==> src/ffbp_pkg.sv <==
package ffbp_pkg;

   localparam int FILL_W = 16;
   localparam int IDX_OUT_W = 8;
   localparam int USED_W = 9;
   localparam int SUM_W = 40;
   localparam int SQ_W = 2 * FILL_W;
   localparam int DEFAULT_MAX_BINS = 256;
   localparam logic [FILL_W-1:0] CAP_RESET = 16'hFFFF;

   typedef enum logic [2:0] {
      ST_IDLE,
      ST_SCAN,
      ST_SQ_OLD,
      ST_SQ_NEW,
      ST_SQ_ADD,
      ST_DONE
   } ctrl_state_type;

   typedef enum logic [2:0] {
      SQ_IDLE,
      SQ_LOAD_OLD,
      SQ_SUB,
      SQ_ADD,
      SQ_CLEAR
   } sq_op_type;

   typedef struct packed {
      sq_op_type         op;
      logic [FILL_W-1:0] old_fill;
      logic [FILL_W-1:0] new_fill;
   } sq_cmd_type;

   typedef struct packed {
      logic [IDX_OUT_W-1:0] bin_sel;
      logic                 opened_new_bin;
      logic [USED_W-1:0]    bins_used;
      logic                 overflow;
      logic                 packing_done;
   } result_type;

endpackage

==> src/ffbp_sq_acc.sv <==
module ffbp_sq_acc (
   input  logic                       clock,
   input  logic                       reset,
   input  ffbp_pkg::sq_cmd_type       cmd,
   output logic [ffbp_pkg::SUM_W-1:0] square_sum
);
   import ffbp_pkg::*;

   logic [FILL_W-1:0] mul_op;
   logic [SQ_W-1:0]   prod;
   logic [SQ_W-1:0]   sq_ff;
   logic [SQ_W-1:0]   sq_in;
   logic [SUM_W-1:0]  sum_ff;
   logic [SUM_W-1:0]  sum_in;

   always_comb begin
      mul_op = (cmd.op == SQ_SUB) ? cmd.new_fill : cmd.old_fill;
      prod = SQ_W'(mul_op) * SQ_W'(mul_op);
      sq_in = sq_ff;
      sum_in = sum_ff;
      case (cmd.op)
         SQ_LOAD_OLD: begin
            sq_in = prod;
         end
         SQ_SUB: begin
            sum_in = sum_ff - SUM_W'(sq_ff);
            sq_in = prod;
         end
         SQ_ADD: begin
            sum_in = sum_ff + SUM_W'(sq_ff);
         end
         SQ_CLEAR: begin
            sum_in = '0;
         end
         default: begin
            sq_in = sq_ff;
         end
      endcase
   end

   always_ff @(posedge clock) begin
      sq_ff <= sq_in;
      if (reset) begin
         sum_ff <= '0;
      end else begin
         sum_ff <= sum_in;
      end
   end

   assign square_sum = sum_ff;

endmodule

==> config.mk <==
export PLATFORM = sky130hd
export DESIGN_NAME = ffbp_sq_acc
export DESIGN_NICKNAME = d
export VERILOG_FILES = /design/src/ffbp_pkg.sv /design/src/ffbp_sq_acc.sv
export SDC_FILE = /design/constraint.sdc
export NUM_CORES = 1
export LEC_CHECK = 0
export BUFFER_PORTS_ARGS = -buffer_cell sky130_fd_sc_hd__buf_2
export CORE_ASPECT_RATIO = 1.2
export CORE_UTILIZATION = 60
export CTS_CLUSTER_SIZE = 25
export DETAILED_ROUTE_END_ITERATION = 10
export GPL_TIMING_DRIVEN = 0
export PLACE_DENSITY_LB_ADDON = 0.05
export SLEW_MARGIN = 20
export SYNTH_ARGS = -nofsm -noshare
export SYNTH_HDL_FRONTEND = slang
export SYNTH_SLANG_ARGS = --single-unit
export TNS_END_PERCENT = 1
==> constraint.sdc <==
create_clock -name clock -period 11 [get_ports clock]
set_input_delay 2.75 -clock clock [delete_from_list [all_inputs] [get_ports clock]]
set_output_delay 2.75 -clock clock [all_outputs]
set_load 0.02 [all_outputs]
## Yosys cells after proc, flatten, opt, wreduce, memory -nomap -nowiden

Cells that the tools add are included.

- Flip-flop bits (word level): 72
- Input bits: 37
- Word-level logic and storage cells: 13

- Add/subtract/negate cells: 2
- Multipliers: 1
- Equality and inequality tests: 4
- Multiplexer cells: 2
- Reduce and logical (&&, ||, !) cells: 2

Operators by type and width:

| operator | number |
|---|---|
| 40-bit one-hot mux with 3 select lines | 1 |
| 40-bit by 32-bit adder with 40-bit output | 1 |
| 40-bit by 32-bit subtractor with 40-bit output | 1 |
| 16-bit by 16-bit multiplier with 32-bit output | 1 |
| 16-bit two-way mux | 1 |
| 3-bit by 2-bit == test with 1-bit output, second input constant | 2 |
| 3-bit by 1-bit == test with 1-bit output, second input constant | 1 |
| 3-bit == test, second input constant | 1 |
| 3-bit nonzero test | 1 |
| 2-bit OR reduction | 1 |

## Depth between registers and ports, before layout

- Depth after elaboration: 3
- Gate-level depth with buffers: 30

## Worst setup path before layout

No wires, ideal clock.

- Path kind: input to register
- Start point: input port cmd[34] (netlist bit)
- End point: register sq_ff[29], data pin
- Data arrival time: 9.796 ns
- Data required time: 10.734 ns
- Slack: 0.938 ns
- Cell stages on the path: 27
- Buffers on the path: 1
- Cell sequence: nand2b_1 -> clkbuf_1 -> nor2_1 -> mux2i_1 -> clkinv_1 -> nand2_1 -> inv_1 -> fa_1 -> inv_1 -> fa_1 -> inv_1 -> fa_1 -> inv_1 -> fa_1 -> inv_1 -> fa_1 -> fa_1 -> ha_1 -> and3_1 -> a221oi_1 -> nor3_1 -> a21oi_1 -> a211oi_1 -> o31ai_1 -> a21oi_1 -> o41ai_1 -> xnor2_1

- Word-level cells in the longest chain between the ends: 3

Ends and longest elaborated chain:

| item | line | text |
|---|---|---|
| from (decl) | ffbp_sq_acc.sv:4 | `input ffbp_pkg::sq_cmd_type cmd,` |
| 3-bit by 2-bit == test with 1-bit output | ffbp_sq_acc.sv:17 | `mul_op = (cmd.op == SQ_SUB) ? cmd.new_fill : cmd.old_fill;` |
| 16-bit two-way mux | ffbp_sq_acc.sv:17 |  |
| 16-bit by 16-bit multiplier with 32-bit output | ffbp_sq_acc.sv:18 | `prod = SQ_W'(mul_op) * SQ_W'(mul_op);` |
| via prod[29] | ffbp_sq_acc.sv:10 | `logic [SQ_W-1:0] prod;` |
| to (signal assigned) | ffbp_sq_acc.sv:42 | `sq_ff <= sq_in;` |
| to (decl) | ffbp_sq_acc.sv:11 | `logic [SQ_W-1:0] sq_ff;` |

The timed path passes the listed nets, and every way through them passes these cells.
A chain may end at the register's enable or synchronous reset.

## Final worst setup path

Ends and elaborated chain as after synthesis.

==> run_results.csv <==
group,metric,value,unit
place,io_buffer_count,75,
critical_path,timing.critical_path.mode_cell,"sky130_fd_sc_hd__fa_1",
detailed_routing,via_count,10068,
layout,design_area,13670,um2
critical_path,timing.critical_path.arrival,10650,ps
detailed_routing,post_drt_wl_per_cell,16.33,um
place,post-place-cells,1783,
detailed_routing,drt-met1-wl,12760,um
sta,clock-skew-final,9.637,ps
detailed_routing,remaining_drc_errors,0,
detailed_routing,dr.pass1.iters,4,
critical_path,critical_path_peak_fanout,10,
detailed_routing,dr.first_iter.drc_count,592,
layout,antenna_diode_count,0,
synth,ys_dominant_reg_cell,"sky130_fd_sc_hd__dfxtp_1",
die,core-area,20250,um2
sta,layout_worst_path_cycle_share,0.9617,
detailed_routing,antenna_left,0,
clocking,clock_pin_slew_on_the_worst_setup_and_hold_paths,60,ps
critical_path,cp-end-kind,"flop",
clocking,clock_path_buffers,2,
sta,slew_headroom,0.3109,
detailed_routing,dr_wl_met2,14840,um
synth,synthesis.area,12440,um2
layout,area.growth.synth_to_final,9.873,%
place,placement.cell_area,13190,um2
critical_path,critPathKind,"in -> reg",
sta,slew_viol_final,0,
sta,finalSetupViolCount,0,
layout,post_route_cells_drive_above_1_share,0.09462,
synth,synth_enable_flop_cells,31,
grt,number_of_global_route_vias_before_repair,10138,
grt,pin_count_of_the_biggest_net_entering_global_routing,32,
clocking,cts.sink_count,71,
critical_path,worst-endpoint-required,11080,ps
hold_path,worstHoldPathType,"reg -> reg",
sta,post-route-min-period,10580,ps
clocking,clk_latency,330,ps
critical_path,worst_path_largest_cell_delay,560,ps
die,starting_density_of_the_core,0.6144,
grt,grt_pass1_wl,48730,um
sta,final.setup.tns,0,ps
place,place.detailed.hpwl,25060,um
grt,gr-usage-all-layers,0.2874,
synth,ys_seq_area_frac,0.1392,
die,num_rows,57,
critical_path,critPathLaunchType,"input pin",
detailed_routing,top_layer,"met4",
run_status,status,"complete, no violations",
synth,ys_ff_latch,71,
clocking,h-tree-depth,3,
die,io_pins,77,
grt,grt_overflow_total,0,
synth,netlist-cell-type-count,79,
layout,nNetsFinal,1874,
detailed_routing,viasPerCell,5.569,
synth,ys_warnings,0,
die,chipWidth,133.5,um
place,post-place-ws,-1208,ps
synth,postSynthAreaPerCell,8.636,um2
sta,max_slew.worst_pin.slew,1008,ps
layout,number_of_standard_cells_in_the_final_layout_excluding_fillers,1808,
die,die_area,21320,um2
die,floorplan.die.height,159.8,um
grt,number_of_antenna_violations_at_the_first_check_in_global_routing,0,
sta,report.final.hold_viol_count,0,
sta,worst_slack,420.8,ps
detailed_routing,met3_length,1353,um
place,gp_routability_congestion,0.9134,
layout,filler_cell_count,1710,
clocking,cts_made_buffers,9,
sta,max_freq,94.52,MHz
synth,synthesis.instances,1441,
clocking,cts_tree,"built",
run,max_cap_viol_count,0,
critical_path,cpMaxStageDelayCell,"sky130_fd_sc_hd__fa_1",
detailed_routing,wirelength,29520,um
synth,proportion_of_register_bits_with_asynchronous_set_or_reset_after_synthesis,0,
clocking,ctsRootBufferMaster,"sky130_fd_sc_hd__clkbuf_16",
## layout by cell type (no fill, tap or decap), drive strengths merged, types with 7 or more instances in the layout
master  netlist  routed
inv         259     259
fa          165     165
nor2        137     137
ha          134     134
nand2       134     134
buf           4      90
xnor2        71      71
o21ai        70      70
a21oi        62      62
clkbuf       38      46
a21o         44      44
dfxtp        40      40
edfxtp       31      31
xor2         20      20
nor3         16      16
a22oi        15      15
nand3        15      15
o21bai       12      12
a211oi       12      12
or3          12      12
mux2i        12      12
o31ai        11      11
nand2b       10      10
mux2          9       9
nand4         8       8
nor4          7       7
## cells in the mapped netlist (all sizes together), types with 16 or more instances
| master | count | area share |
|---|---|---|
| inv | 259 | 0.078 |
| fa | 165 | 0.27 |
| nor2 | 137 | 0.042 |
| ha | 134 | 0.13 |
| nand2 | 134 | 0.041 |
| xnor2 | 71 | 0.050 |
| o21ai | 70 | 0.028 |
| a21oi | 62 | 0.025 |
| a21o | 44 | 0.027 |
| dfxtp | 40 | 0.064 |
| clkbuf | 38 | 0.012 |
| edfxtp | 31 | 0.075 |
| xor2 | 20 | 0.014 |
| nor3 | 16 | 0.0073 |
## stage by stage
step	hold slack [ps]	util
2_1_floorplan	548.3	-
3_3_place_gp	465.6	0.6495
3_5_place_dp	482.1	0.6512
4_1_cts	492.3	0.6680
5_1_grt	532.4	0.6751
6_report	486.7	0.6751
## sequential cells by signal (all words and copies together) (netlist names)
name	flops
square_sum	40
sq_ff	31
## final timing paths
| check | slack [ps] | from | cells past startpoint | endpoint |
|---|---|---|---|---|
| min | 490 | square_sum[34] | 2 | square_sum[34] |
| max | 420 | cmd[34] | 27 | sq_ff[29] |
| min reg2reg | 490 | square_sum[34] | 2 | square_sum[34] |
| max reg2reg | 5240 | sq_ff[6] | 19 | square_sum[39] |
## layer usage
metal	track usage	up-vias
met4	0.09814	0
met5	0	-
met3	0.02095	37
li1	-	4941
met2	0.4991	283
met1	0.3784	4807
## worst max-delay path: cells and delay by family
| kind | cells | cell delay [ps] |
|---|---|---|
| mux | 1 | 330 |
| simple gates | 4 | 900 |
| xor+xnor | 1 | 100 |
| compound gates | 7 | 1800 |
| fa+ha+maj | 7 | 3310 |
| buf+inv | 7 | 1440 |
## kinds of logic (layout without fill, tap and decap cells)
family                   Yosys count  in the layout  share of synthesized area
AND/OR/NAND/NOR                  372            372                     0.1364
multiplexers                      21             21                    0.01810
AO/OA/AOI/OAI                    281            281                     0.1481
flip-flops                        71             71                     0.1392
buffers and inverters            305            406                    0.09370
XOR/XNOR                          91             91                    0.06405
other                              1              2                  0.0003013
adder cells (fa/ha/maj)          299            299                     0.4002
## what timing repair did
| item | 4_1_cts | 5_1_grt |
|---|---|---|
| resized for setup | 7 | 10 |
| setup buffers | 0 | 10 |
| setup endpoints to repair | 13 | 6 |
| pin swaps | 0 | 1 |
| hold buffers | 0 | 0 |
## layout make-up
| type | instances | area [um2] | area share |
|---|---|---|---|
| multi-input combinational | 1066 | 9653 | 0.7060 |
| sequential | 71 | 1732 | 0.1266 |
| inverter | 263 | 998.5 | 0.07302 |
| timing repair buffer | 86 | 470.5 | 0.03441 |
| tap | 265 | 331.6 | 0.02425 |
| clock buffer | 9 | 225.2 | 0.01647 |
| buffer | 41 | 175.2 | 0.01281 |
| clock inverter | 7 | 87.58 | 0.006406 |
Power is not shown: default switching activity piles up to over one toggle a cycle in this logic, so the estimate is an artifact.
