<file path="src/ffbp_pkg.sv">
package ffbp_pkg;

   localparam int FILL_W = 16;
   localparam int IDX_OUT_W = 8;
   localparam int USED_W = 9;
   localparam int SUM_W = 40;
   localparam int SQ_W = 2 * FILL_W;
   localparam int DEFAULT_MAX_BINS = 256;
   localparam logic [FILL_W-1:0] CAP_RESET = 16'hFFFF;

   typedef enum logic [2:0] {
      ST_IDLE,
      ST_SCAN,
      ST_SQ_OLD,
      ST_SQ_NEW,
      ST_SQ_ADD,
      ST_DONE
   } ctrl_state_type;

   typedef enum logic [2:0] {
      SQ_IDLE,
      SQ_LOAD_OLD,
      SQ_SUB,
      SQ_ADD,
      SQ_CLEAR
   } sq_op_type;

   typedef struct packed {
      sq_op_type         op;
      logic [FILL_W-1:0] old_fill;
      logic [FILL_W-1:0] new_fill;
   } sq_cmd_type;

   typedef struct packed {
      logic [IDX_OUT_W-1:0] bin_sel;
      logic                 opened_new_bin;
      logic [USED_W-1:0]    bins_used;
      logic                 overflow;
      logic                 packing_done;
   } result_type;

endpackage

</file>
<file path="src/ffbp_scan.sv">
module ffbp_scan #(
   parameter int MAX_BINS = ffbp_pkg::DEFAULT_MAX_BINS,
   parameter int BIN_W = $clog2(MAX_BINS),
   parameter int CNT_W = $clog2(MAX_BINS + 1)
) (
   input  logic                        clock,
   input  logic                        reset,
   input  logic [ffbp_pkg::FILL_W-1:0] capacity,
   input  logic                        req_tvalid,
   output logic                        req_tready,
   input  logic [ffbp_pkg::FILL_W-1:0] req_size,
   input  logic                        req_last,
   output logic                        mem_rd_en,
   output logic [BIN_W-1:0]            mem_rd_addr,
   input  logic [ffbp_pkg::FILL_W-1:0] mem_rd_data,
   output logic                        mem_wr_en,
   output logic [BIN_W-1:0]            mem_wr_addr,
   output logic [ffbp_pkg::FILL_W-1:0] mem_wr_data,
   output ffbp_pkg::sq_cmd_type        sq_cmd,
   input  logic                        out_free,
   output logic                        res_valid,
   output ffbp_pkg::result_type        result
);
   import ffbp_pkg::*;

   ctrl_state_type    state_ff, state_in;
   logic [CNT_W-1:0]  count_ff, count_in;
   logic [CNT_W-1:0]  rd_idx_ff, rd_idx_in;
   logic              pend_ff, pend_in;
   logic [BIN_W-1:0]  pend_idx_ff, pend_idx_in;
   logic [BIN_W-1:0]  chosen_ff, chosen_in;
   logic [FILL_W-1:0] size_ff, size_in;
   logic              last_ff, last_in;
   logic [FILL_W-1:0] old_ff, old_in;
   logic [FILL_W-1:0] new_ff, new_in;
   logic              opened_ff, opened_in;
   logic              ovf_ff, ovf_in;
   logic              issue;
   logic              fit;
   logic [31:0]       chosen_wide;
   logic [31:0]       count_wide;

   always_comb begin
      issue = rd_idx_ff < count_ff;
      fit = ({1'b0, mem_rd_data} + {1'b0, size_ff}) <= {1'b0, capacity};
      state_in = state_ff;
      count_in = count_ff;
      rd_idx_in = rd_idx_ff;
      pend_in = pend_ff;
      pend_idx_in = pend_idx_ff;
      chosen_in = chosen_ff;
      size_in = size_ff;
      last_in = last_ff;
      old_in = old_ff;
      new_in = new_ff;
      opened_in = opened_ff;
      ovf_in = ovf_ff;
      req_tready = 1'b0;
      mem_rd_en = 1'b0;
      mem_rd_addr = rd_idx_ff[BIN_W-1:0];
      mem_wr_en = 1'b0;
      mem_wr_addr = chosen_ff;
      mem_wr_data = new_ff;
      sq_cmd.op = SQ_IDLE;
      sq_cmd.old_fill = old_ff;
      sq_cmd.new_fill = new_ff;
      res_valid = 1'b0;
      case (state_ff)
         ST_IDLE: begin
            req_tready = 1'b1;
            if (req_tvalid) begin
               size_in = req_size;
               last_in = req_last;
               rd_idx_in = '0;
               pend_in = 1'b0;
               state_in = ST_SCAN;
            end
         end
         ST_SCAN: begin
            mem_rd_en = issue;
            if (pend_ff && fit) begin
               chosen_in = pend_idx_ff;
               old_in = mem_rd_data;
               new_in = mem_rd_data + size_ff;
               opened_in = 1'b0;
               ovf_in = 1'b0;
               state_in = ST_SQ_OLD;
            end else if (!issue) begin
               if (count_ff < CNT_W'(MAX_BINS)) begin
                  chosen_in = count_ff[BIN_W-1:0];
                  old_in = '0;
                  new_in = size_ff;
                  opened_in = 1'b1;
                  ovf_in = 1'b0;
                  count_in = count_ff + 1'b1;
                  state_in = ST_SQ_OLD;
               end else begin
                  chosen_in = '0;
                  opened_in = 1'b0;
                  ovf_in = 1'b1;
                  state_in = ST_DONE;
               end
            end else begin
               rd_idx_in = rd_idx_ff + 1'b1;
               pend_in = 1'b1;
               pend_idx_in = rd_idx_ff[BIN_W-1:0];
            end
         end
         ST_SQ_OLD: begin
            mem_wr_en = 1'b1;
            sq_cmd.op = SQ_LOAD_OLD;
            state_in = ST_SQ_NEW;
         end
         ST_SQ_NEW: begin
            sq_cmd.op = SQ_SUB;
            state_in = ST_SQ_ADD;
         end
         ST_SQ_ADD: begin
            sq_cmd.op = SQ_ADD;
            state_in = ST_DONE;
         end
         ST_DONE: begin
            if (out_free) begin
               res_valid = 1'b1;
               if (last_ff) begin
                  count_in = '0;
                  sq_cmd.op = SQ_CLEAR;
               end
               state_in = ST_IDLE;
            end
         end
         default: begin
            state_in = ST_IDLE;
         end
      endcase
   end

   always_ff @(posedge clock) begin
      if (reset) begin
         state_ff <= ST_IDLE;
         count_ff <= '0;
         pend_ff <= 1'b0;
      end else begin
         state_ff <= state_in;
         count_ff <= count_in;
         pend_ff <= pend_in;
      end
   end

   always_ff @(posedge clock) begin
      rd_idx_ff <= rd_idx_in;
      pend_idx_ff <= pend_idx_in;
      chosen_ff <= chosen_in;
      size_ff <= size_in;
      last_ff <= last_in;
      old_ff <= old_in;
      new_ff <= new_in;
      opened_ff <= opened_in;
      ovf_ff <= ovf_in;
   end

   always_comb begin
      chosen_wide = 32'(chosen_ff);
      count_wide = 32'(count_ff);
      result.bin_sel = chosen_wide[IDX_OUT_W-1:0];
      result.opened_new_bin = opened_ff;
      result.bins_used = count_wide[USED_W-1:0];
      result.overflow = ovf_ff;
      result.packing_done = last_ff;
   end

   a_count_bound: assert property (@(posedge clock) disable iff (reset)
      count_ff <= CNT_W'(MAX_BINS))
      else $error("bin count exceeds the number of bins");

   a_write_open_bin: assert property (@(posedge clock) disable iff (reset)
      mem_wr_en |-> CNT_W'(mem_wr_addr) < count_ff)
      else $error("fill written to a bin that is not open");

   a_accept_starts_scan: assert property (@(posedge clock) disable iff (reset)
      req_tvalid && req_tready |=> state_ff == ST_SCAN)
      else $error("accepted item did not start a scan");

   a_last_clears: assert property (@(posedge clock) disable iff (reset)
      res_valid && last_ff |=> count_ff == '0)
      else $error("bin count not cleared after the last item");

   a_ovf_not_opened: assert property (@(posedge clock) disable iff (reset)
      res_valid |-> !(ovf_ff && opened_ff))
      else $error("dropped item reported as opening a bin");

endmodule

</file>
<file path="config.mk">
export PLATFORM = sky130hd
export DESIGN_NAME = ffbp_scan
export DESIGN_NICKNAME = d
export VERILOG_FILES = /design/src/ffbp_pkg.sv /design/src/ffbp_scan.sv
export SDC_FILE = /design/constraint.sdc
export NUM_CORES = 1
export LEC_CHECK = 0
export ABC_CLOCK_PERIOD_IN_PS = 6850
export BUFFER_PORTS_ARGS = -buffer_cell sky130_fd_sc_hd__buf_4
export CAP_MARGIN = 30
export CORE_MARGIN = 3
export CORE_UTILIZATION = 48
export DETAILED_ROUTE_END_ITERATION = 10
export PLACE_DENSITY_LB_ADDON = 0.25
export SYNTH_ARGS = -nofsm -noshare
export SYNTH_HDL_FRONTEND = slang
export SYNTH_SLANG_ARGS = --single-unit
</file>
<file path="constraint.sdc">
create_clock -name clock -period 6.85 [get_ports clock]
set_input_delay 1.37 -clock clock [delete_from_list [all_inputs] [get_ports clock]]
set_output_delay 1.37 -clock clock [all_outputs]
set_load 0.1 [all_outputs]
</file>
After elaboration in Yosys (flattened, before gate mapping):

Index checks and enable logic that the tools add are counted.

* equality and inequality tests: 14
* muxes and demuxes: 41
* add/sub/neg operators: 4
* $lt $le $gt $ge: 3
* reduce and logical (&&, ||, !) cells: 12
* bitwise operators: 1

Operator list (count)
* $mux 16: 6
* $mux 9: 8
* $pmux 9 s2: 2
* $mux 8: 3
* $mux 3: 7
* $add 9x1->9 const B: 2
* $pmux 3 s6: 1
* $add 16x16->17: 1
* $le 17x16->1: 1
* $add 16x16->16: 1
* $ne 2x2->1 const B: 7
* $mux 1: 12
* $pmux 3 s4: 1
* $lt 9x9->1: 1
* $lt 9x9->1 const B: 1
* $reduce_and 3->1: 3
* $eq 3x2->1 const B: 2
* $eq 3x3->1 const B: 2
* $reduce_and 6->1: 1
* $reduce_bool 2->1: 3
* $reduce_and 2->1: 2
* $reduce_and 4->1: 1
* $eq 3x1->1 const B: 1
* $logic_not 3->1: 1
* other kinds (5): 5

* register bits: 89
* bits of input ports: 53

Logic depth before layout (Yosys ltp):

Gate-level depths: netlist of run 1.

* depth in word-level cells: 5
* mapped depth: 17
* mapped depth without buffers: 16

Least setup slack after synthesis of run 1:

Ideal clock, no wire load.

* path type: input port to flip-flop
* from: input port mem_rd_data[0] (netlist name)
* to: register new_ff[0] (netlist: mem_wr_data[0]), enable pin
* arrival: 6.834 ns
* buffers on the path: 1
* library setup time: 0.461 ns
* setup slack: -0.445 ns
* required time: 6.389 ns
* stages on the path: 16
* cells stage by stage: ha_1 > fa_1 > a211o_1 > a21o_1 > a31o_2 > a21oi_1 > xnor2_1 > ha_1 > and4_1 > nand4_1 > or4_4 > a21oi_4 > o21a_4 > buf_6 > nor2_1 > nor3_1

* cells in the longest elaborated chain, start to end: 5

Ends and longest elaborated chain
* start, declared: RTL line ffbp_scan.sv:15 `input logic [ffbp_pkg::FILL_W-1:0] mem_rd_data,`
* $add 16x16->17 *: RTL line ffbp_scan.sv:45 `fit = ({1'b0, mem_rd_data} + {1'b0, size_ff}) <= {1'b0, capacity};`
* $le 17x16->1 *: RTL line ffbp_scan.sv:45
* $logic_and 1x1->1 *: RTL line ffbp_scan.sv:81 `if (pend_ff && fit) begin`
* $ne 2x1->1 (no line) / $reduce_bool 2->1 (equally long branches)
* $reduce_and 3->1 (no line) *
* end signal, assigned: RTL line ffbp_scan.sv:157 `new_ff <= new_in;`
* end, declared: RTL line ffbp_scan.sv:35 `logic [FILL_W-1:0] new_ff, new_in;`

Every way passes the cells marked *; elsewhere a longest branch is shown, timed or not.
A chain may end at the register's enable or synchronous reset.

Final worst setup path of run 1:

* from: input port mem_rd_data[0] (netlist name)
* to: register new_ff[9] (netlist: mem_wr_data[9]), enable pin

Same word-level chain as after synthesis.

==> impl_metrics.env, run 1 <==
export IMPL_post_cts_buffers=0
export IMPL_path_clk_slew_ns=0.10
export IMPL_hold_viol_final=0
export IMPL_multi_input_area_mm2=0.00222
export IMPL_fin_tns_setup_ns=0
export IMPL_grt_overflow_total=0
export IMPL_synth_area_mm2=0.00520
export IMPL_whs_ns=0.472
export IMPL_antenna_found_initial=0
export IMPL_tritoncts="yes"
export IMPL_grt_max_degree=33
export IMPL_outcome="finished, final reports clean"
export IMPL_fp_dieW_um=110
export IMPL_track_usage_pct=19.8
export IMPL_max_freq_ghz=0.180
export IMPL_cts_max_level=3
export IMPL_cap_violations=0
export IMPL_worst_pin_slew_ns=1.01
export IMPL_synth_distinct_cells=55
export IMPL_syn_instance_count=461
export IMPL_yosysMostFrequentCell="edfxtp_1"
export IMPL_n_fill_cell=854
export IMPL_root_buffer="clkbuf_8"
export IMPL_drc=0
export IMPL_required_ns=6.85
export IMPL_worstSkewPairLatency_ns=0.36
export IMPL_yosysTopAreaCell="edfxtp_1"
export IMPL_vias_per_cell=5.46
export IMPL_cts_path_max_buffers=2
export IMPL_synth_flop_cell="edfxtp_1"
export IMPL_dr_pass1_iters=4
export IMPL_ys_ff_latch=89
export IMPL_drive_gt1_share_pct=32.9
export IMPL_antenna_cells=0
export IMPL_area_delta_synth_final_pct=22.7
export IMPL_synth_edf_count=76
export IMPL_hold_path_class="register to register"
export IMPL_synthTopCellsByArea="edfxtp_1 (44%), ha_1 (10%), buf_4 (5.0%), dfxtp_1 (5.0%), mux2_2 (3.5%)"
export IMPL_start_util_pct=50.0
export IMPL_cts_hold_buffers=0
export IMPL_relSlewSlack_pct=32.7
export IMPL_post_route_min_period_ns=5.57
export IMPL_syn_num_nets=557
export IMPL_synth_top_area_share_pct=43.8
export IMPL_grt_pass1_wl_mm=18.5
export IMPL_cts_sinks=89
export IMPL_ys_top_cells_by_count="edfxtp_1 (76), ha_1 (42), buf_4 (35), inv_1 (31), nand2_1 (28)"
export IMPL_end_kind="register"
export IMPL_finalSetupViolCount=0
export IMPL_wl_per_cell_um=16.5
export IMPL_leakage_uw=0.00270
export IMPL_slew_viol_final=0
export IMPL_rsz0062_at_grt="no"
export IMPL_drtAntennaViolNets=0
export IMPL_powerDensity_mw_per_mm2=377
export IMPL_fin_nets=666
export IMPL_rows=37
export IMPL_io_buffers=143
export IMPL_dp_hpwl_mm=9.07
export IMPL_register_area_mm2=0.00254
export IMPL_drt_wl_total_mm=11.7
export IMPL_numCtsBuffers=9
export IMPL_die_h_um=110
export IMPL_worst_slack_ns=1.28
export IMPL_vias=3885
export IMPL_ioPinCount=144
export IMPL_worstPathMaxFanout=32
export IMPL_cts_resized=0
export IMPL_first_global_vias=3661
export IMPL_dr_first_iter_drc_count=233
export IMPL_fin_util_pct=61.3
export IMPL_cp_arrival_ns=5.57
export IMPL_skew_ns=0.0168
export IMPL_die_area_mm2=0.0121
export IMPL_crit_type="input port to register"
export IMPL_dpl_worst_slack_ns=0.938
export IMPL_yosysSeqAreaShare_pct=48.8
export IMPL_core_area_mm2=0.0104
export IMPL_syn_area_per_cell_um2=11.3
export IMPL_ir_drop_v=0.000266
export IMPL_synthArstFlopShare_pct=0
export IMPL_period_share_pct=81.3
export IMPL_cp_start_kind="input port"
export IMPL_yosysWarningCount=0
export IMPL_gp_congestion=0.874
## area by class of cell
cell class	count	share of cell area [%]
clock buffers	9	1.94
flip-flops and latches	89	39.8
inverters	31	1.82
repair buffers	145	17.0
well taps	136	2.67
clock inverters	7	1.90
multi-input cells	294	34.8
## critical path: stages
cell and delay, ns:
buf_4 0.12, ha_1 0.22, fa_1 0.42, a211o_1 0.36, a21o_1 0.20, a31o_2 0.22
a21oi_1 0.18, xnor2_1 0.11, ha_1 0.30, and4_1 0.20, nand4_1 0.12, or4_4 0.56
a21oi_4 0.20, o21a_4 0.27, nor2_1 0.12, nor3_4 0.16, buf_4 0.41
## flip-flops by register name, summed over array words and instances (netlist names)
register	flops
state_ff	3
size_ff	16
rd_idx_ff	9
opened_ff	1
pend_idx_ff	8
count_ff	9
last_ff	1
pend_ff	1
ovf_ff	1
mem_wr_data	16
mem_wr_addr	8
old_ff	16
## where the power goes
group / internal, uW / switching (uW)
logic: 294 / 893
clock network: 246 / 197
registers: 709 / 70.8
total: 1250 / 1160
## cells in the final DEF, fill, tap and decap left out, types with 9 or more instances in the layout
cell type  count
a21oi_1       26
o21ai_0        9
edfxtp_1      76
clkbuf_8       9
ha_1          42
nor2_1        21
mux2_2        16
xnor2_1       14
nand3_1        9
and2_1        20
nand2_1       28
dfxtp_1       13
inv_1         31
buf_4        145
o31ai_1       11
a21o_1        10
## cell families after synthesis
family                   after synthesis  synth area share, %
adder cells (fa/ha/maj)               43                 10.5
AND/OR/NAND/NOR                      122                 12.5
AO/OA/AOI/OAI                         90                 12.1
buffers and inverters                 78                 8.68
XOR/XNOR                              20                 3.37
flip-flops                            89                 48.8
multiplexers                          19                 4.04
## routing by layer
metal	vias up	part of all wire [%]	track usage (%)
met5	-	0	0
met3	23	8.1	3.84
li1	1872	-	-
met1	1832	44	27.6
met2	158	45	30.6
met4	0	2.2	7.48
## stage by stage
step           instances  area (um2)  power [uW]
2_1_floorplan        461        5210        1770
3_3_place_gp         695        6140        1960
3_5_place_dp         695        6140        1980
4_1_cts              711        6380        2420
5_1_grt              711        6380        2520
6_report             711        6380        2410
## final timing paths
path	startpoint	end	slack (ns)	cells after the start
hold reg to reg	pend_ff	pend_ff	0.47	2
hold / removal	pend_ff	pend_ff	0.47	2
setup / recovery	mem_rd_data[0]	mem_wr_data[9]	1.28	17
setup reg to reg	size_ff[0]	mem_wr_data[9]	2.03	16
Note: power is estimated with default switching activity, not from simulation.
==> inputs of run 2 (changes only) <==
--- a/config.mk
+++ b/config.mk
@@ -5,7 +5,7 @@
 export SDC_FILE = /design/constraint.sdc
 export NUM_CORES = 1
 export LEC_CHECK = 0
-export ABC_CLOCK_PERIOD_IN_PS = 6850
+export ABC_CLOCK_PERIOD_IN_PS = 4600
 export BUFFER_PORTS_ARGS = -buffer_cell sky130_fd_sc_hd__buf_4
 export CAP_MARGIN = 30
 export CORE_MARGIN = 3
==> constraint.sdc (replaced) <==
create_clock -name clock -period 4.6 [get_ports clock]
set_input_delay 0.92 -clock clock [delete_from_list [all_inputs] [get_ports clock]]
set_output_delay 0.92 -clock clock [all_outputs]
set_load 0.1 [all_outputs]
==> run 2 against run 1 <==
  * Die area unchanged
  * Via count increased by 3.9%
  * Routed wire length increased by 6.2%
  * Largest power group unchanged
  * Non-clock buffer count increased by 46
  * Combinational power increased by 66%
==> impl_metrics.env, run 2 (synthesis gave the netlist of run 1 again) <==
export IMPL_track_usage_pct=20.3
export IMPL_tritoncts="yes"
export IMPL_register_area_mm2=0.00254
export IMPL_ir_drop_v=0.000455
export IMPL_grt_max_degree=25
export IMPL_required_ns=4.69
export IMPL_skew_ns=0.0203
export IMPL_cts_hold_buffers=0
export IMPL_worstSkewPairLatency_ns=0.39
export IMPL_outcome="finished, final reports clean"
export IMPL_fin_nets=712
export IMPL_fp_dieW_um=110
export IMPL_drtAntennaViolNets=0
export IMPL_hold_viol_final=0
export IMPL_first_global_vias=3815
export IMPL_relSlewSlack_pct=65.9
export IMPL_die_h_um=110
export IMPL_power_total_uw=3700
export IMPL_slew_viol_final=0
export IMPL_cts_max_level=3
export IMPL_cp_arrival_ns=4.66
export IMPL_numCtsBuffers=9
export IMPL_dr_first_iter_drc_count=202
export IMPL_ff2ff_path_depth=17
export IMPL_grt_overflow_total=0
export IMPL_start_util_pct=50.0
export IMPL_end_kind="register"
export IMPL_die_area_mm2=0.0121
export IMPL_worstPathMaxFanout=15
export IMPL_cap_violations=0
export IMPL_ioPinCount=144
export IMPL_layout_commonest_cell="buf_4"
export IMPL_core_area_mm2=0.0104
export IMPL_dp_hpwl_mm=9.32
export IMPL_vias_per_cell=5.33
export IMPL_period_share_pct=99.5
export IMPL_rows=37
export IMPL_dpl_worst_slack_ns=-0.383
export IMPL_critPathLaunch="mem_rd_data[1]"
export IMPL_post_route_min_period_ns=4.58
export IMPL_powerDensity_mw_per_mm2=534
export IMPL_drc=0
export IMPL_area_delta_synth_final_pct=32.9
export IMPL_cp_start_kind="input port"
export IMPL_cp_buffers_inverters=3
export IMPL_crit_type="input port to register"
export IMPL_wl_per_cell_um=16.5
export IMPL_gp_congestion=0.864
export IMPL_antenna_cells=0
export IMPL_io_buffers=143
export IMPL_rsz0062_at_grt="yes"
export IMPL_max_freq_ghz=0.219
export IMPL_path_cells="buf_8 -> ha_4 -> a21o_1 -> a221o_1 -> o21bai_2 -> a21boi_2 -> o21a_1 -> or3_4 -> and2_4 -> ha_4 -> nand3_2 -> or4_4 -> a21oi_4 -> o21a_4 -> nor2_4 -> nor3_4 -> buf_12 -> buf_12"
export IMPL_worst_slack_ns=0.0248
export IMPL_worst_pin_slew_ns=0.511
export IMPL_leakage_uw=0.00295
export IMPL_drive_gt1_share_pct=40.7
export IMPL_endpoint="old_ff[2]"
export IMPL_root_buffer="clkbuf_8"
export IMPL_multi_input_area_mm2=0.00236
export IMPL_rr_startpoint="size_ff[1]"
export IMPL_n_fill_cell=795
export IMPL_dr_pass1_iters=4
export IMPL_crit_cells=18
export IMPL_r2r_end="old_ff[2]"
export IMPL_cp_slowest_cell="or4_4"
export IMPL_antenna_found_initial=0
export IMPL_crit_family="compound AO/OA/AOI/OAI gates"
export IMPL_regToRegSetupSlack_ns=0.11
export IMPL_cts_sinks=89
export IMPL_hold_path_class="register to register"
export IMPL_vias=4038
export IMPL_grt_pass1_wl_mm=18.8
export IMPL_drt_wl_total_mm=12.5
export IMPL_cts_path_max_buffers=2
export IMPL_final_cell_mix="buf_4 (184), edfxtp_1 (76), ha_1 (36), inv_1 (31), nand2_1 (28)"
export IMPL_max_stage_delay_ns=0.49
export IMPL_path_clk_slew_ns=0.10
export IMPL_finalSetupViolCount=0
==> run 2: cell types whose count changed in the layout (fill, tap and decap cells not counted), sizes merged <==
| cell | change |
|---|---|
| clkbuf | +2 |
| bufinv | -2 |
| clkinv | +1 |
| clkinvlp | +1 |
| buf | +44 |
==> run 2: worst min-delay path by stage <==
stage,start,endpoint,slack (ns),cells past startpoint
4_1_cts,pend_ff,pend_ff,0.48,2
3_3_place_gp,pend_ff,pend_ff,0.46,2
2_1_floorplan,pend_ff,pend_ff,0.43,2
3_5_place_dp,pend_ff,pend_ff,0.47,2
5_1_grt,pend_ff,pend_ff,0.50,2
6_report,pend_ff,pend_ff,0.48,2
==> run 2: per-stage QoR <==
| stage | hold WS (ns) | util [%] | cells | TNS [ns] | cell area [um2] |
|---|---|---|---|---|---|
| floorplan | 0.426 | - | 461 | -21.57 | 5240 |
| global placement | 0.461 | 62.3 | 733 | -20.20 | 6490 |
| detailed placement | 0.467 | 62.3 | 733 | -25.36 | 6490 |
| CTS | 0.481 | 64.2 | 749 | 0 | 6690 |
| global route | 0.505 | 66.4 | 757 | -1.13 | 6920 |
| finish | 0.483 | 66.4 | 757 | 0 | 6920 |
==> run 2: tightest hold or removal path: cells and delay by family (launching register included) <==
family | cells | cell delay (ns)
flops | 1 | 0.34
buf+inv | 1 | 0.06
compound gates | 1 | 0.05
==> run 2: final cells by class <==
type,instances,share of cell area [%]
flip-flops and latches,89,36.8
multi-input cells,294,34.1
repair buffers,191,22.1
clock inverters,7,1.12
inverters,31,1.68
well taps,136,2.46
clock buffers,9,1.79
==> run 2: metal layers <==
metal	track usage, %	wire [um]	vias to the layer above
met1	26.9	5410	1935
met3	5.65	836	19
met5	0	0	-
li1	-	-	1950
met2	32.5	6010	134
met4	6.33	221	0
==> run 2: repair_timing <==
action | 4_1_cts | 5_1_grt
setup buffers | 0 | 6
setup endpoints to repair | 0 | 74
resized for setup | 0 | 19
==> run 2: where the power goes <==
group | total [uW] | switching [uW] | internal (uW)
Sequential | 1170 | 112 | 1050
Combinational | 1970 | 1380 | 590
Clock | 563 | 306 | 257
==> inputs of run 3 (changes only) <==
--- a/config.mk
+++ b/config.mk
@@ -5,11 +5,11 @@
 export SDC_FILE = /design/constraint.sdc
 export NUM_CORES = 1
 export LEC_CHECK = 0
-export ABC_CLOCK_PERIOD_IN_PS = 4600
+export ABC_AREA = 1
 export BUFFER_PORTS_ARGS = -buffer_cell sky130_fd_sc_hd__buf_4
 export CAP_MARGIN = 30
 export CORE_MARGIN = 3
-export CORE_UTILIZATION = 48
+export CORE_UTILIZATION = 53
 export DETAILED_ROUTE_END_ITERATION = 10
 export PLACE_DENSITY_LB_ADDON = 0.25
 export SYNTH_ARGS = -nofsm -noshare
==> constraint.sdc (replaced) <==
create_clock -name clock -period 5.1 [get_ports clock]
set_input_delay 1.02 -clock clock [delete_from_list [all_inputs] [get_ports clock]]
set_output_delay 1.02 -clock clock [all_outputs]
set_load 0.1 [all_outputs]
==> run 3 against run 2 <==
  * Clock skew is 0.0071 ns lower
  * Hold slack better by 0.031 ns
  * First-iteration DRC count is 10% lower
  * Global-route usage is 1.8 points higher
  * Final area is 6.0% lower
  * Area after synthesis is 2.9% higher
  * Flip-flop and latch count stayed put
  * Clock-buffer cell count is 3 higher
  * Core utilization is 0.22 points lower
  * Via count is 2.6% higher
  * Die area is 6.4% lower
  * Non-clock buffer count is 44 lower
  * Critical path type unchanged
  * Critical endpoint is now mem_wr_data[10]
==> impl_metrics.env, run 3 <==
export IMPL_grt_max_degree=33
export IMPL_hp_start="count_ff[7]"
export IMPL_cts_hold_buffers=0
export IMPL_dr_pass1_iters=4
export IMPL_wl_per_cell_um=14.1
export IMPL_core_area_mm2=0.00982
export IMPL_fin_nets=798
export IMPL_cp_slowest_cell="buf_4"
export IMPL_dp_hpwl_mm=9.45
export IMPL_post_route_min_period_ns=4.53
export IMPL_io_buffers=143
export IMPL_hold_path_class="register to register"
export IMPL_area_delta_synth_final_pct=21.4
export IMPL_final_cell_mix="buf_4 (146), nand2_1 (111), inv_1 (90), edfxtp_1 (76), nor2_1 (57)"
export IMPL_r2r_end="mem_wr_data[10]"
export IMPL_fp_dieW_um=107
export IMPL_worst_pin_slew_ns=0.564
export IMPL_finalSetupViolCount=0
export IMPL_ys_top_cells_by_count="nand2_1 (111), inv_1 (90), edfxtp_1 (76), nor2_1 (58), ha_1 (42)"
export IMPL_hold_viol_final=0
export IMPL_regToRegSetupSlack_ns=0.90
export IMPL_worstSkewPairLatency_ns=0.38
export IMPL_path_clk_slew_ns=0.09
export IMPL_syn_area_per_cell_um2=9.14
export IMPL_synth_edf_count=76
export IMPL_first_global_vias=4153
export IMPL_worstPathMaxFanout=32
export IMPL_antenna_cells=0
export IMPL_die_area_mm2=0.0113
export IMPL_cap_violations=0
export IMPL_max_stage_delay_ns=0.35
export IMPL_min_path_cells=2
export IMPL_drc=0
export IMPL_ff2ff_path_depth=26
export IMPL_synth_top_area_share_pct=42.6
export IMPL_rows=36
export IMPL_hold_end="count_ff[7]"
export IMPL_yosysMostFrequentCell="nand2_1"
export IMPL_tritoncts="yes"
export IMPL_skew_ns=0.0132
export IMPL_numCtsBuffers=9
export IMPL_grt_overflow_total=0
export IMPL_track_usage_pct=22.1
export IMPL_synthArstFlopShare_pct=0
export IMPL_drive_gt1_share_pct=26.6
export IMPL_die_h_um=107
export IMPL_cts_sinks=89
export IMPL_yosysSeqAreaShare_pct=47.5
export IMPL_layout_commonest_cell="buf_4"
export IMPL_post_cts_buffers=0
export IMPL_end_kind="register"
export IMPL_max_freq_ghz=0.221
export IMPL_cp_buffers_inverters=5
export IMPL_grt_pass1_wl_mm=19.7
export IMPL_vias_per_cell=4.93
export IMPL_syn_instance_count=586
export IMPL_synth_flop_cell="edfxtp_1"
export IMPL_synth_area_mm2=0.00536
export IMPL_period_share_pct=88.8
export IMPL_syn_num_nets=682
export IMPL_fin_tns_setup_ns=0
export IMPL_cts_max_level=3
export IMPL_drt_wl_total_mm=11.8
export IMPL_crit_top_cell="nand2_1"
export IMPL_n_fill_cell=799
export IMPL_drtAntennaViolNets=0
export IMPL_relSlewSlack_pct=62.3
export IMPL_cts_path_max_buffers=2
export IMPL_vias=4144
export IMPL_synthTopCellsByArea="edfxtp_1 (43%), ha_1 (9.8%), nand2_1 (7.8%), inv_1 (6.3%), buf_4 (5.0%)"
export IMPL_crit_family="simple AND/OR/NAND/NOR gates"
export IMPL_antenna_found_initial=0
export IMPL_cp_arrival_ns=4.56
export IMPL_gp_congestion=0.949
export IMPL_ioPinCount=144
export IMPL_cts_resized=0
export IMPL_rsz0062_at_grt="no"
export IMPL_ys_ff_latch=89
export IMPL_start_util_pct=54.5
export IMPL_required_ns=5.13
export IMPL_synth_distinct_cells=41
export IMPL_slew_viol_final=0
export IMPL_root_buffer="clkbuf_8"
export IMPL_rr_startpoint="size_ff[0]"
export IMPL_outcome="finished, final reports clean"
export IMPL_dr_first_iter_drc_count=181
export IMPL_yosysTopAreaCell="edfxtp_1"
export IMPL_crit_type="input port to register"
export IMPL_yosysWarningCount=0
export IMPL_cp_start_kind="input port"
[run 3: cell count changes after synthesis, sizes merged, moves of 12 or more]
| cell | before | now |
|---|---|---|
| nor2 | 21 | 64 |
| and2 | 21 | 0 |
| inv | 31 | 98 |
| nand2 | 28 | 117 |
| mux2 | 16 | 0 |
| xor2 | 6 | 18 |
[run 3: cell type report]
cell class              instances  area, um2  area share, %
well taps                     133        166           2.56
inverters                      99        382           5.87
repair buffers                147       1110           17.1
flip-flops and latches         89       2540           39.1
clock buffers                  12        145           2.23
clock inverters                 4       30.0          0.462
multi-input cells             356       2120           32.7
[run 3: how the worst max path moves through the flow]
stage                                 end  slack (ns)      startpoint  cells past startpoint
after floorplan            mem_wr_data[0]        0.35  mem_rd_data[0]                     24
after global placement     mem_wr_data[8]        0.32  mem_rd_data[3]                     25
after detailed placement  mem_wr_data[12]        0.18  mem_rd_data[0]                     27
after CTS                 mem_wr_data[10]        0.56  mem_rd_data[0]                     27
after global routing      mem_wr_data[10]        0.13  mem_rd_data[0]                     26
final                     mem_wr_data[10]        0.57  mem_rd_data[3]                     25
[run 3: worst min-delay path, cell delays in order, from the launching register on]
cell and delay, ns:
dfxtp_1 0.35, nand2_1 0.07, a21oi_1 0.05
[run 3: per-layer routing]
layer | track usage (%) | share of wire [%]
met5 | 0 | 0
met4 | 9.77 | 2.5
met3 | 4.49 | 5.7
met2 | 38.1 | 50
met1 | 26.8 | 42
[run 3: stage by stage]
step | instances | area [um2] | setup WS (ns) | hold WS [ns] | util [%]
after floorplan | 586 | 5360 | 0.351 | 0.431 | -
after global placement | 823 | 6310 | 0.325 | 0.483 | 64.3
after detailed placement | 824 | 6320 | 0.184 | 0.499 | 64.4
after CTS | 840 | 6500 | 0.557 | 0.515 | 66.2
after global routing | 840 | 6500 | 0.135 | 0.534 | 66.2
final | 840 | 6500 | 0.569 | 0.514 | 66.2
[run 3: logic make-up (layout without fill, tap and decap cells)]
logic type | after synthesis | count (layout) | share of synthesized area (%)
xor+xnor | 21 | 21 | 3.43
flops | 89 | 89 | 47.5
fa+ha+maj | 43 | 43 | 10.2
buf+inv | 141 | 262 | 12.9
simple gates | 220 | 220 | 18.3
compound gates | 72 | 72 | 7.68
Power of run 3 is left out: the tool's default activity adds up to more than one toggle a clock period on the data nets, which glitch-free logic cannot reach.
